--- config.mk ---
export PLATFORM = sky130hd
export DESIGN_NAME = rlcd_ctrl
export DESIGN_NICKNAME = d
export VERILOG_FILES = /design/src/rtl/rlcd_pkg.sv /design/src/rtl/rlcd_ctrl.sv
export VERILOG_INCLUDE_DIRS = /design/src /design/src/rtl
export SDC_FILE = /design/constraint.sdc
export NUM_CORES = 1
export LEC_CHECK = 0
export BUFFER_PORTS_ARGS = -buffer_cell sky130_fd_sc_hd__buf_4
export CORE_MARGIN = 3
export CORE_UTILIZATION = 25
export DETAILED_ROUTE_END_ITERATION = 8
export PLACE_DENSITY_LB_ADDON = 0.15
export SLEW_MARGIN = 0
export SYNTH_ARGS = -nofsm -noshare
export SYNTH_HDL_FRONTEND = slang
export SYNTH_SLANG_ARGS = --single-unit
--- constraint.sdc ---
create_clock -name clk -period 9.1 [get_ports clk]
set_clock_uncertainty 0.15 [all_clocks]
set_input_delay 0.91 -clock clk [delete_from_list [all_inputs] [get_ports clk]]
set_output_delay 0.91 -clock clk [all_outputs]
set_load 0.005 [all_outputs]
--- src/rtl/run_length_clut_line_decoder_defines.svh ---
// assertion macros shared by the line decoder modules
`ifndef RUN_LENGTH_CLUT_LINE_DECODER_DEFINES_SVH
`define RUN_LENGTH_CLUT_LINE_DECODER_DEFINES_SVH

// same-cycle implication, checked outside reset
`define RLCD_ASSERT_IMPL(label, clk_sig, rst_sig, ante, cons) \
  label: assert property (@(posedge clk_sig) disable iff (rst_sig) (ante) |-> (cons)) \
    else $error("rlcd assertion failed");

// next-cycle implication, checked outside reset
`define RLCD_ASSERT_NEXT(label, clk_sig, rst_sig, ante, cons) \
  label: assert property (@(posedge clk_sig) disable iff (rst_sig) (ante) |=> (cons)) \
    else $error("rlcd assertion failed");

`endif

--- src/rtl/rlcd_pkg.sv ---
// shared constants, types and helpers of the run-length line decoder
`default_nettype none

package rlcd_pkg;

  localparam int MAX_LINE_WIDTH = 768;
  localparam int TABLE_DEPTH    = 256;
  localparam int TBL_AW         = $clog2(TABLE_DEPTH);

  localparam int POS_W      = 10;
  localparam int WIDE_W     = POS_W + 1;
  localparam int BYTE_W     = 8;
  localparam int COLOR_W    = 24;
  localparam int CFG_IDX_W  = 2;
  localparam int CFG_DATA_W = 10;

  localparam logic [WIDE_W-1:0] MAX_WIDTH_W  = WIDE_W'(MAX_LINE_WIDTH);
  localparam logic [POS_W-1:0]  LINE_WIDTH_RESET = POS_W'(384);
  localparam logic [BYTE_W:0]   DEPTH_W9     = (BYTE_W + 1)'(TABLE_DEPTH);
  localparam logic [BYTE_W-1:0] BANK_OFFSET  = 8'h80;
  localparam int                HDR_REPEAT_BIT = 7;

  localparam logic [CFG_IDX_W-1:0] CFG_PAIR_MODE  = 2'd0;
  localparam logic [CFG_IDX_W-1:0] CFG_LINE_WIDTH = 2'd1;
  localparam logic [CFG_IDX_W-1:0] CFG_UPPER_BANK = 2'd2;

  localparam logic OP_DATA  = 1'b0;
  localparam logic OP_TABLE = 1'b1;

  typedef struct packed {
    logic              wr_en;
    logic [TBL_AW-1:0] wr_addr;
    logic              rd_en;
    logic [TBL_AW-1:0] rd_addr_a;
    logic [TBL_AW-1:0] rd_addr_b;
  } clut_req_t;

  typedef struct packed {
    logic [POS_W-1:0] start_x;
    logic [POS_W-1:0] pixel_count;
    logic             line_end;
  } run_info_t;

  // colour index plus bank offset, wrapped to the table depth
  function automatic logic [TBL_AW-1:0] clut_addr(input logic [6:0] idx, input logic bank);
    logic [BYTE_W:0] sum;
    sum = {2'b00, idx} + (bank ? {1'b0, BANK_OFFSET} : 9'd0);
    if (sum >= DEPTH_W9) begin
      sum = sum - DEPTH_W9;
    end
    return sum[TBL_AW-1:0];
  endfunction

endpackage

`default_nettype wire

--- src/rtl/rlcd_ctrl.sv ---
// config registers, line state and run decode feeding the lookup stage
`default_nettype none

`include "run_length_clut_line_decoder_defines.svh"

module rlcd_ctrl (
  input  wire logic                             clk,
  input  wire logic                             rst,
  input  wire logic                             cfg_we,
  input  wire logic [rlcd_pkg::CFG_IDX_W-1:0]   cfg_index,
  input  wire logic [rlcd_pkg::CFG_DATA_W-1:0]  cfg_data,
  input  wire logic                             accept,
  input  wire logic                             op,
  input  wire logic [rlcd_pkg::BYTE_W-1:0]      data_byte,
  input  wire logic [rlcd_pkg::BYTE_W-1:0]      table_index,
  input  wire logic                             advance,
  output rlcd_pkg::clut_req_t                   clut_req,
  output logic                                  run_pend,
  output rlcd_pkg::run_info_t                   run_meta
);

  logic                          pair_mode;
  logic [rlcd_pkg::POS_W-1:0]    line_width;
  logic                          upper_bank;

  logic [rlcd_pkg::POS_W-1:0]    line_position;
  logic [rlcd_pkg::POS_W-1:0]    line_position_next;
  logic [rlcd_pkg::BYTE_W-1:0]   held_header;
  logic                          awaiting_count;

  logic                          is_data;
  logic                          run_go;
  logic [rlcd_pkg::BYTE_W-1:0]   header;
  logic [rlcd_pkg::BYTE_W-1:0]   count;
  logic [rlcd_pkg::WIDE_W-1:0]   width_eff;
  logic [rlcd_pkg::WIDE_W-1:0]   pos;
  logic [rlcd_pkg::WIDE_W-1:0]   remaining;
  logic [rlcd_pkg::WIDE_W-1:0]   n_raw;
  logic [rlcd_pkg::WIDE_W-1:0]   n;
  logic [rlcd_pkg::WIDE_W-1:0]   end_pos;
  logic                          line_end;
  logic [6:0]                    idx_a;
  logic [6:0]                    idx_b;
  logic                          pos_matches_run;

  always_ff @(posedge clk) begin
    if (rst) begin
      pair_mode  <= 1'b0;
      line_width <= rlcd_pkg::LINE_WIDTH_RESET;
      upper_bank <= 1'b0;
    end else if (cfg_we) begin
      unique case (cfg_index)
        rlcd_pkg::CFG_PAIR_MODE:  pair_mode  <= cfg_data[0];
        rlcd_pkg::CFG_LINE_WIDTH: line_width <= cfg_data[rlcd_pkg::POS_W-1:0];
        rlcd_pkg::CFG_UPPER_BANK: upper_bank <= cfg_data[0];
        default: ;
      endcase
    end
  end

  always_comb begin
    is_data = accept && (op == rlcd_pkg::OP_DATA);
    run_go  = is_data && (awaiting_count || !data_byte[rlcd_pkg::HDR_REPEAT_BIT]);
    header  = awaiting_count ? held_header : data_byte;
    count   = awaiting_count ? data_byte : 8'd1;

    // zero acts as one, oversize clamps to the line maximum
    if (line_width == '0) begin
      width_eff = rlcd_pkg::WIDE_W'(1);
    end else if ({1'b0, line_width} > rlcd_pkg::MAX_WIDTH_W) begin
      width_eff = rlcd_pkg::MAX_WIDTH_W;
    end else begin
      width_eff = {1'b0, line_width};
    end

    // a position past a shrunk width restarts the line
    pos       = ({1'b0, line_position} >= width_eff) ? '0 : {1'b0, line_position};
    remaining = width_eff - pos;

    n_raw = pair_mode ? rlcd_pkg::WIDE_W'({count, 1'b0}) : rlcd_pkg::WIDE_W'(count);
    n     = ((count == '0) || (n_raw > remaining)) ? remaining : n_raw;

    end_pos            = pos + n;
    line_end           = (end_pos >= width_eff);
    line_position_next = line_end ? '0 : end_pos[rlcd_pkg::POS_W-1:0];

    idx_a = pair_mode ? {4'b0000, header[6:4]} : header[6:0];
    idx_b = pair_mode ? {4'b0000, header[2:0]} : header[6:0];

    clut_req.wr_en     = accept && (op == rlcd_pkg::OP_TABLE) &&
                         ({1'b0, table_index} < rlcd_pkg::DEPTH_W9);
    clut_req.wr_addr   = table_index[rlcd_pkg::TBL_AW-1:0];
    clut_req.rd_en     = run_go;
    clut_req.rd_addr_a = rlcd_pkg::clut_addr(idx_a, upper_bank);
    clut_req.rd_addr_b = rlcd_pkg::clut_addr(idx_b, upper_bank);
  end

  always_ff @(posedge clk) begin
    if (rst) begin
      line_position  <= '0;
      held_header    <= '0;
      awaiting_count <= 1'b0;
    end else if (is_data) begin
      if (awaiting_count) begin
        awaiting_count <= 1'b0;
        line_position  <= line_position_next;
      end else if (data_byte[rlcd_pkg::HDR_REPEAT_BIT]) begin
        held_header    <= data_byte;
        awaiting_count <= 1'b1;
      end else begin
        line_position  <= line_position_next;
      end
    end
  end

  // run waiting for its colours to come out of the table
  always_ff @(posedge clk) begin
    if (rst) begin
      run_pend <= 1'b0;
    end else if (run_go) begin
      run_pend <= 1'b1;
    end else if (advance) begin
      run_pend <= 1'b0;
    end
  end

  always_ff @(posedge clk) begin
    if (run_go) begin
      run_meta.start_x     <= pos[rlcd_pkg::POS_W-1:0];
      run_meta.pixel_count <= n[rlcd_pkg::POS_W-1:0];
      run_meta.line_end    <= line_end;
    end
  end

  // position after a run is its end, or zero once the line is done
  assign pos_matches_run = run_meta.line_end ? (line_position == '0) :
      ({1'b0, line_position} == ({1'b0, run_meta.start_x} + {1'b0, run_meta.pixel_count}));

  `RLCD_ASSERT_IMPL(a_header_has_repeat, clk, rst, awaiting_count, held_header[rlcd_pkg::HDR_REPEAT_BIT])
  `RLCD_ASSERT_NEXT(a_position_follows_run, clk, rst, run_go, pos_matches_run)

endmodule

`default_nettype wire

==> key figures, run 1 <==
Yosys
  • Count leader, synth: ha_1
  • Synth cell count leaders: ha_1 (49), nor2_1 (43), dfxtp_1 (31)
  • Number of flops mapped to enable cells by yosys: 21
  • Synth cell types: 47
  • Main synth FF type: dfxtp_1
  • Yosys top cell by area: edfxtp_1
  • Synth Instances: about 430
  • Avg Synthesized Cell Area: ~9.3 um^2
  • Synthesized net count: 513
  • Post-Syn Area: 3980 um^2
  • Synth area leaders: edfxtp_1 (16%), dfxtp_1 (16%), ha_1 (15%), mux2i_1 (7.5%), nor2_1 (4.1%)
  • Post-synthesis register bit count: 52
  • Yosys synthesis warning count: 0
  • Synth top area share: 0.158
  • Async S/R FF share, synth: 0
  • Register area share after synthesis: 0.314

CTS
  • Worst-skew pair later-pin latency: 0.30 ns
  • Clock root buffer: clkbuf_16
  • Hold-fix buffers, CTS: 0
  • CTS clk-pin slew, worst paths: 0.07 ns
  • Worst-case clock buffer depth: 2
  • CTS tree: built
  • H-tree levels: 2
  • Clock Sinks: between 50 and 60
  • Num CTS Buffers: 5

Setup path
  • Startpoint types: flop
  • Number of cells on the critical path: 37
  • Critical Path AT: approximately 8.6 ns
  • CP endpoint kind: flop
  • Crit path buffers/inverters: 2
  • Crit path max-delay family: compound AO/OA/AOI/OAI gates
  • Reg2Reg Setup Slack: ~0.59 ns
  • Critical-path maximum fanout: 10
  • CP peak stage delay: 0.43 ns
  • Worst-case reg-to-reg path depth: 37
  • Slowest stage cell, crit path: mux2_2
  • Required @ worst endpoint: just over 9 ns
  • Setup CP Type: flop to flop
  • Cell mode on critical path: ha_1

Power and ir drop
  • Switch Pwr: ~180 uW
  • Cell Pwr Density: 123 nW/um^2
  • VDD IR-drop max: 0.0000676 V
  • Internal power: around 420 uW
  • Clock share of power: 0.335
  • Comb pwr share: 0.237
  • Pleak: roughly 0.0021 uW
  • Seq pwr share: 0.429
  • Switching share of power: 0.296

Global route
  • First-pass GRT wire length: 17.3 mm
  • Tot GR Track Use: 0.126
  • Remaining Overflow, GRT: 0
  • Initial antenna violation count: 0
  • Largest net degree at the start of global routing: 26
  • Vias in the first global route: 3132

Routing
  • Drt pass-1 iters: 4
  • Post-DRT Antenna Nets: 0
  • Via-to-Cell Ratio: 4.61
  • Wire per inst: 16.0 um
  • Routed via count: about 3200
  • DR iter-0 viols: ~270
  • Post-route DRC: 0
  • Routed WL: ~11 mm

Final layout
  • Design area: 4850 um^2
  • N_diodes: 0
  • Share of cells above drive strength 1: 0.226
  • Growth of design area from synthesis to finish: 21.7%
  • Fillers: ~1600
  • # nets final: ~570

Placed design
  • Area after DPL: 4610 um^2
  • Post-DP HPWL: 8.94 mm
  • Pre-CTS WS: between 0.2 and 0.3 ns
  • Port buffer count: 65
  • Gpl congestion: roughly 0.85

Floorplanning
  • Die Y: around 130 um
  • FP Rows: between 40 and 50
  • Core Region: about 15000 um^2
  • Initial core utilization: 0.259
  • Die width: 132 um
  • IO Pins: 82
  • Die area: between 15000 and 20000 um^2

Hold path
  • WHS Path Cells: 1
  • Hold crit path type: flop to flop

STA
  • Max-slew headroom: 0.455
  • Fin Hold WS: between 0.3 and 0.4 ns
  • Tcrit/Tclk final: 0.936
  • Max Slew Vio Count: 0
  • Final hold violation count: 0
  • Final worst path period need: between 8 and 9 ns
  • Final setup vio count: 0
  • Setup slack after layout: ~0.6 ns
  • Maximum clock frequency: 117 MHz
  • Worst slew pin tran: ~0.82 ns

Run status
  • Status: finished clean

Flow run
  • Max-Cap Viols: 0
==> per-layer routing <==
layer,part of all wire,vias up,GRT usage
met5,0,-,0
met4,0.014,0,0.0352
met3,0.031,7,0.0240
met2,0.46,60,0.199
met1,0.49,1484,0.174
li1,-,1647,-
==> power by group through the flow <==
stage / sequential [uW] / clock, uW / combinational, uW
6_report: 255 / 199 / 141
5_1_grt: 256 / 219 / 158
4_1_cts: 255 / 209 / 138
3_5_place_dp: 260 / 0 / 137
3_3_place_gp: 260 / 0 / 137
2_1_floorplan: 258 / 0 / 93.1
==> worst paths after layout <==
kind                         start                to
setup / recovery     line_width[9]  line_position[3]
hold / removal    line_position[0]  line_position[0]
setup reg to reg     line_width[9]  line_position[3]
hold reg to reg   line_position[0]  line_position[0]
==> cells by family (layout without fill, tap and decap cells) <==
family,Yosys count,after routing,share of synthesized area
fa+ha+maj,51,51,0.164
simple gates,104,105,0.127
flops,52,52,0.314
xor+xnor,17,17,0.0374
compound gates,109,109,0.187
mux,40,40,0.104
buf+inv,55,109,0.0663
==> flip-flops by register name, indices dropped and copies added, names as in the netlist <==
register,flops
pair_mode,1
run_pend,1
line_width,10
run_meta,21
awaiting_count,1
held_header,7
upper_bank,1
line_position,10
==> per-stage QoR <==
| stage | TNS, ns | util | instances | power [uW] |
|---|---|---|---|---|
| 6_report | 0 | 0.315 | 694 | 594 |
| 5_1_grt | -0.259 | 0.315 | 694 | 633 |
| 4_1_cts | 0 | 0.310 | 690 | 602 |
| 3_5_place_dp | 0 | 0.300 | 682 | 397 |
| 3_3_place_gp | 0 | 0.300 | 682 | 397 |
| 2_1_floorplan | 0 | - | 428 | 351 |
==> placed cells by master (no fill, tap or decap), drive strengths merged, types with 2 or more instances in the layout <==
| master | count |
|---|---|
| a21oi | 25 |
| nor2 | 43 |
| dfxtp | 31 |
| nor2b | 13 |
| buf | 72 |
| nor4 | 5 |
| mux2 | 10 |
| nand3b | 3 |
| a21boi | 10 |
| o21a | 6 |
| xor2 | 4 |
| nor3b | 2 |
| clkbuf | 5 |
| nand3 | 5 |
| a211oi | 10 |
| and4b | 2 |
| nor3 | 4 |
| edfxtp | 21 |
| ha | 49 |
| nand4 | 2 |
| nand2 | 14 |
| a21o | 8 |
| mux2i | 30 |
| o21bai | 3 |
| nand2b | 7 |
| fa | 2 |
| inv | 30 |
| a32o | 11 |
| xnor2 | 13 |
| o21ai | 28 |
| or2 | 2 |
| o31ai | 2 |
==> final cells by class <==
type / instances / area, um^2 / area share
multi-input cells: 322 / 2530 / 0.522
flip-flops and latches: 52 / 1250 / 0.258
repair buffers: 72 / 541 / 0.112
well taps: 211 / 264 / 0.0545
clock buffers: 5 / 125 / 0.0258
inverters: 29 / 109 / 0.0225
clock inverters: 3 / 27.5 / 0.00568
==> timing repair <==
item | 4_1_cts | 5_1_grt
buffers inserted | 0 | 3
gates resized for setup | 0 | 13
setup endpoints to repair | 0 | 11
No activity file was read; power rests on OpenSTA's default activity.
==> inputs of run 2 (changes only) <==
PLACE_DENSITY_LB_ADDON = default   (was 0.15)
==> key figures, run 2 (synthesis results as in run 1) <==
Placed design
  • Gpl congestion: slightly below 0.9
  • Placed Cells: 682
  • Port buffer count: 65
  • Post-DP HPWL: about 8.7 mm

STA
  • Final hold violation count: 0
  • Final worst path period need: 8.46 ns
  • Tcrit/Tclk final: 0.930
  • Max-slew headroom: 0.514
  • Max Slew Vio Count: 0
  • Maximum clock frequency: about 120 MHz
  • Final setup vio count: 0
  • RSZ-0062 raised after global routing: no
  • TNS Setup: 0 ns
  • Worst slew pin tran: around 0.73 ns

CTS
  • Worst-case clock buffer depth: 2
  • Hold-fix buffers, CTS: 0
  • Worst-skew pair later-pin latency: 0.30 ns
  • CTS tree: built
  • CTS clk-pin slew, worst paths: roughly 0.070 ns
  • H-tree levels: 2
  • Num CTS Buffers: 5
  • Clock root buffer: clkbuf_16
  • Clock Sinks: between 50 and 60

Setup path
  • Startpoint types: flop
  • Critical Path AT: ~8.6 ns
  • CP endpoint kind: flop
  • Critical-path maximum fanout: 10
  • Crit path max-delay family: compound AO/OA/AOI/OAI gates
  • Cell mode on critical path: ha_1
  • Setup CP Type: flop to flop
  • CP peak stage delay: around 0.43 ns
  • Slowest stage cell, crit path: fa_1
  • Crit path buffers/inverters: 1
  • Required @ worst endpoint: ~9 ns

Floorplanning
  • IO Pins: ~80
  • FP Rows: 45
  • Core Region: 15400 um^2
  • Die Y: 132 um
  • Initial core utilization: 0.259
  • Die area: 17500 um^2
  • Die width: approximately 130 um

Final layout
  • Share of cells above drive strength 1: 0.210
  • Max reg flops: 21
  • # nets final: ~560
  • Top reg by flops: run_meta
  • Most common cell after layout, fill and taps aside: buf_4
  • Most frequent cells in the layout: buf_4 (70), ha_1 (49), nor2_1 (43)
  • N_diodes: 0
  • Growth of design area from synthesis to finish: 21.2%
  • Finished Layout Cells: just under 700
  • Largest regs: run_meta x21, line_position x10, line_width x10

Global route
  • Grt peak-use layer: met2
  • Vias in the first global route: 3273
  • Met1 usage: 0.159
  • Initial antenna violation count: 0
  • GR Util met3: 0.0206
  • First-pass GRT wire length: about 17 mm
  • Grt met2 use: 0.202
  • Largest net degree at the start of global routing: 26
  • Tot GR Track Use: 0.121
  • Remaining Overflow, GRT: 0

Routing
  • Drt pass-1 iters: 4
  • DR iter-0 viols: 158
  • Via-to-Cell Ratio: around 4.8
  • Routed WL: 10.7 mm
  • Post-DRT Antenna Nets: 0
  • Post-route DRC: 0
  • Routed via count: about 3300
  • Wire per inst: 15.5 um

Run status
  • Status: finished clean

Power and ir drop
  • Cell Pwr Density: 127 nW/um^2
  • Pleak: about 0.0021 uW
  • VDD IR-drop max: around 0.000075 V

Hold path
  • Hold crit path type: flop to flop

Flow run
  • Max-Cap Viols: 0
==> run 2: what timing repair did <==
item | CTS | global route
setup endpoints to repair | 0 | 10
setup buffers | 0 | 1
endpoints found under the hold margin | 0 | 0
gates resized for setup | 0 | 7
==> run 2: worst register-to-register path: cells and delay by family, from the launching register on <==
kind                       cells  cell delay (ns)
AOI/OAI and AO/OA             19             4.21
adders and majority gates      7             2.22
and+or+nand+nor                3             0.71
xor gates and xnor gates       2             0.48
DFF                            1             0.41
muxes                          1             0.16
buffers and inverters          1             0.05
==> run 2: layout make-up <==
class	count	area, um^2
Clock buffer	5	125
Clock inverter	3	46.3
Fill cell	1587	10500
Inverter	29	109
Multi-Input combinational cell	321	2500
Sequential cell	52	1250
Tap cell	211	264
Timing Repair Buffer	70	526
==> run 2: power breakdown <==
| group | switching (uW) | internal [uW] |
|---|---|---|
| clock | 90.2 | 131 |
| sequential | 5.76 | 249 |
| combinational | 75.0 | 64.1 |
==> run 2: routing by layer <==
metal	up-vias	wire (um)
met5	-	0
met4	0	196
met3	12	400
met2	68	5050
met1	1569	5040
li1	1639	-
==> run 2: stage by stage <==
step / util / total power (uW) / hold slack (ns) / cell area (um^2) / setup WS (ns)
finish: 0.314 / 615 / 0.347 / 4830 / 0.639
global route: 0.314 / 651 / 0.355 / 4830 / 0.0626
CTS: 0.311 / 620 / 0.338 / 4780 / 0.403
detailed placement: 0.300 / 396 / 0.315 / 4610 / 0.408
global placement: 0.300 / 393 / 0.305 / 4610 / 0.613
floorplan: - / 351 / 0.292 / 3980 / 1.20
==> run 2: worst paths after layout <==
kind                     from               end  slack, ns  cells past startpoint
min          line_position[0]  line_position[0]       0.35                      1
max reg2reg     line_width[8]  line_position[3]       0.64                     33
min reg2reg  line_position[0]  line_position[0]       0.35                      1
max             line_width[8]  line_position[3]       0.64                     33
==> inputs of run 3 (changes only) <==
ABC_AREA = 1   (was default)
ABC_CLOCK_PERIOD_IN_PS = 9100   (was default)
==> key figures, run 3 <==
Run status
  • Status: finished clean

Yosys
  • Synth top area share: 0.153
  • Synthesized net count: around 660
  • Number of flops mapped to enable cells by yosys: 21
  • Main synth FF type: dfxtp_1
  • Post-Syn Area: a little over 4000 um^2
  • Synth area leaders: edfxtp_1 (15%), dfxtp_1 (15%), ha_1 (15%), nand2_1 (11%), inv_1 (8.6%)
  • Post-synthesis register bit count: 52
  • Synth Instances: 572
  • Async S/R FF share, synth: 0
  • Register area share after synthesis: 0.304
  • Yosys synthesis warning count: 0
  • Count leader, synth: nand2_1
  • Yosys top cell by area: edfxtp_1
  • Synth cell count leaders: nand2_1 (123), inv_1 (94), nor2_1 (58)
  • Avg Synthesized Cell Area: 7.19 um^2
  • Synth cell types: 40

Final layout
  • Most common cell after layout, fill and taps aside: nand2_1
  • Finished Layout Cells: 834
  • Share of cells above drive strength 1: 0.138
  • N_diodes: 0
  • Top reg by flops: run_meta
  • Max reg flops: 21
  • # nets final: 702
  • Most frequent cells in the layout: nand2_1 (123), inv_1 (94), buf_4 (67)
  • Largest regs: run_meta x21, line_position x10, line_width x10
  • Fillers: 1786
  • Growth of design area from synthesis to finish: 18.2%

Power and ir drop
  • VDD IR-drop max: between 0.00007 and 0.00008 V
  • Pleak: ~0.0025 uW
  • Cell Pwr Density: roughly 140 nW/um^2

Global route
  • Vias in the first global route: about 3500
  • Largest net degree at the start of global routing: 25
  • Initial antenna violation count: 0
  • Tot GR Track Use: 0.125
  • Remaining Overflow, GRT: 0
  • First-pass GRT wire length: 17.8 mm

Setup path
  • Reg2Reg Setup Slack: just under 0.9 ns
  • Crit path buffers/inverters: 8
  • Setup CP Type: flop to flop
  • Cell mode on critical path: nand2_1
  • Critical-path maximum fanout: 15
  • Critical Path AT: 8.11 ns
  • CP peak stage delay: roughly 0.52 ns
  • Startpoint types: flop
  • Crit path max-delay family: simple AND/OR/NAND/NOR gates
  • CP endpoint kind: flop
  • Slowest stage cell, crit path: or4_1
  • Required @ worst endpoint: 9.00 ns
  • Worst r2r src: line_width[7]
  • Worst-case reg-to-reg path depth: between 40 and 50
  • Worst R2R End: run_meta[0]

STA
  • Final setup vio count: 0
  • Maximum clock frequency: 122 MHz
  • Final worst path period need: 8.21 ns
  • Max-slew headroom: 0.458
  • Tcrit/Tclk final: 0.902
  • Fin Hold WS: 0.309 ns
  • Max Slew Vio Count: 0
  • TNS Setup: 0 ns
  • Final hold violation count: 0
  • RSZ-0062 raised after global routing: no
  • Worst slew pin tran: slightly above 0.8 ns

Floorplanning
  • Die area: 18000 um^2
  • FP Rows: 46
  • Die Y: approximately 130 um
  • Initial core utilization: 0.257
  • Core Region: roughly 16000 um^2
  • IO Pins: 82
  • Die width: roughly 130 um

Routing
  • Post-DRT Antenna Nets: 0
  • Routed WL: 11.3 mm
  • Drt pass-1 iters: 4
  • Post-route DRC: 0
  • DR iter-0 viols: roughly 290
  • Via-to-Cell Ratio: between 4 and 5
  • Routed via count: between 3000 and 4000
  • Wire per inst: 13.5 um

Placed design
  • Post-DP HPWL: a little over 9 mm
  • Gpl congestion: roughly 0.92
  • Port buffer count: 65
  • Placed Cells: between 800 and 900

Hold path
  • Endpoint, Worst Hold: line_position[0]
  • WHS Path Cells: 2
  • Hold crit path type: flop to flop
  • Min-delay src: line_position[0]

CTS
  • CTS tree: built
  • Clock root buffer: clkbuf_16
  • Num CTS Buffers: 5
  • Setup bufs post-CTS: 0
  • H-tree levels: 2
  • Clock Sinks: 52
  • Worst-case clock buffer depth: 2
  • Worst-skew pair later-pin latency: 0.30 ns
  • CTS clk-pin slew, worst paths: ~0.070 ns

Flow run
  • Max-Cap Viols: 0
-- run 3: metrics by stage --
step | area [um^2] | utilization | power, uW | setup slack [ns]
4_1_cts | 4840 | 0.303 | 663 | 0.567
6_report | 4860 | 0.304 | 656 | 0.895
5_1_grt | 4860 | 0.304 | 701 | 0.00131
3_3_place_gp | 4700 | 0.294 | 467 | 0.637
2_1_floorplan | 4110 | - | 408 | 2.17
3_5_place_dp | 4700 | 0.294 | 468 | 0.575
-- run 3: area by class of cell --
class,count,area [um^2],area share
repair buffers,67,503,0.104
flip-flops and latches,52,1250,0.257
clock inverters,2,12.5,0.00257
well taps,216,270,0.0556
clock buffers,6,129,0.0265
multi-input cells,395,2330,0.480
inverters,96,360,0.0742
-- run 3: layer usage --
metal	vias up	track usage	wire, um
met3	18	0.0233	622
met5	-	0	0
met2	88	0.203	5160
met4	0	0.0447	240
met1	1673	0.165	5250
li1	1937	-	-
-- run 3: how the worst max path moves through the flow --
stage                             start           to  cells past startpoint
after floorplan           line_width[6]  run_meta[0]                     45
after global placement    line_width[7]  run_meta[0]                     48
after detailed placement  line_width[7]  run_meta[0]                     48
after CTS                 line_width[7]  run_meta[0]                     48
after global routing      line_width[1]  run_meta[0]                     48
final                     line_width[7]  run_meta[0]                     48
-- run 3: report_power, final --
group,internal [uW],switching [uW],leakage [uW]
Clock,102,89.9,0.0000669
Combinational,80.5,124,0.00197
Sequential,253,6.96,0.000452
Total,436,220,0.00249
-- run 3: logic make-up (layout without fill, tap and decap cells) --
logic type | after synthesis | in the layout | synth area share
AO/OA/AOI/OAI | 100 | 100 | 0.134
XOR/XNOR | 14 | 14 | 0.0298
adder cells (fa/ha/maj) | 51 | 51 | 0.159
buffers and inverters | 125 | 171 | 0.134
flip-flops | 52 | 52 | 0.304
multiplexers | 2 | 2 | 0.00487
AND/OR/NAND/NOR | 228 | 228 | 0.234
-- run 3: worst min-delay path, stage by stage (launching register included) --
cell and delay [ns]:
dfxtp_1 0.31, nand2_1 0.06, nand2_1 0.05
-- run 3: timing repair --
action,CTS,global route
hold buffers,0,0
setup endpoints to repair,0,11
resized for setup,0,3
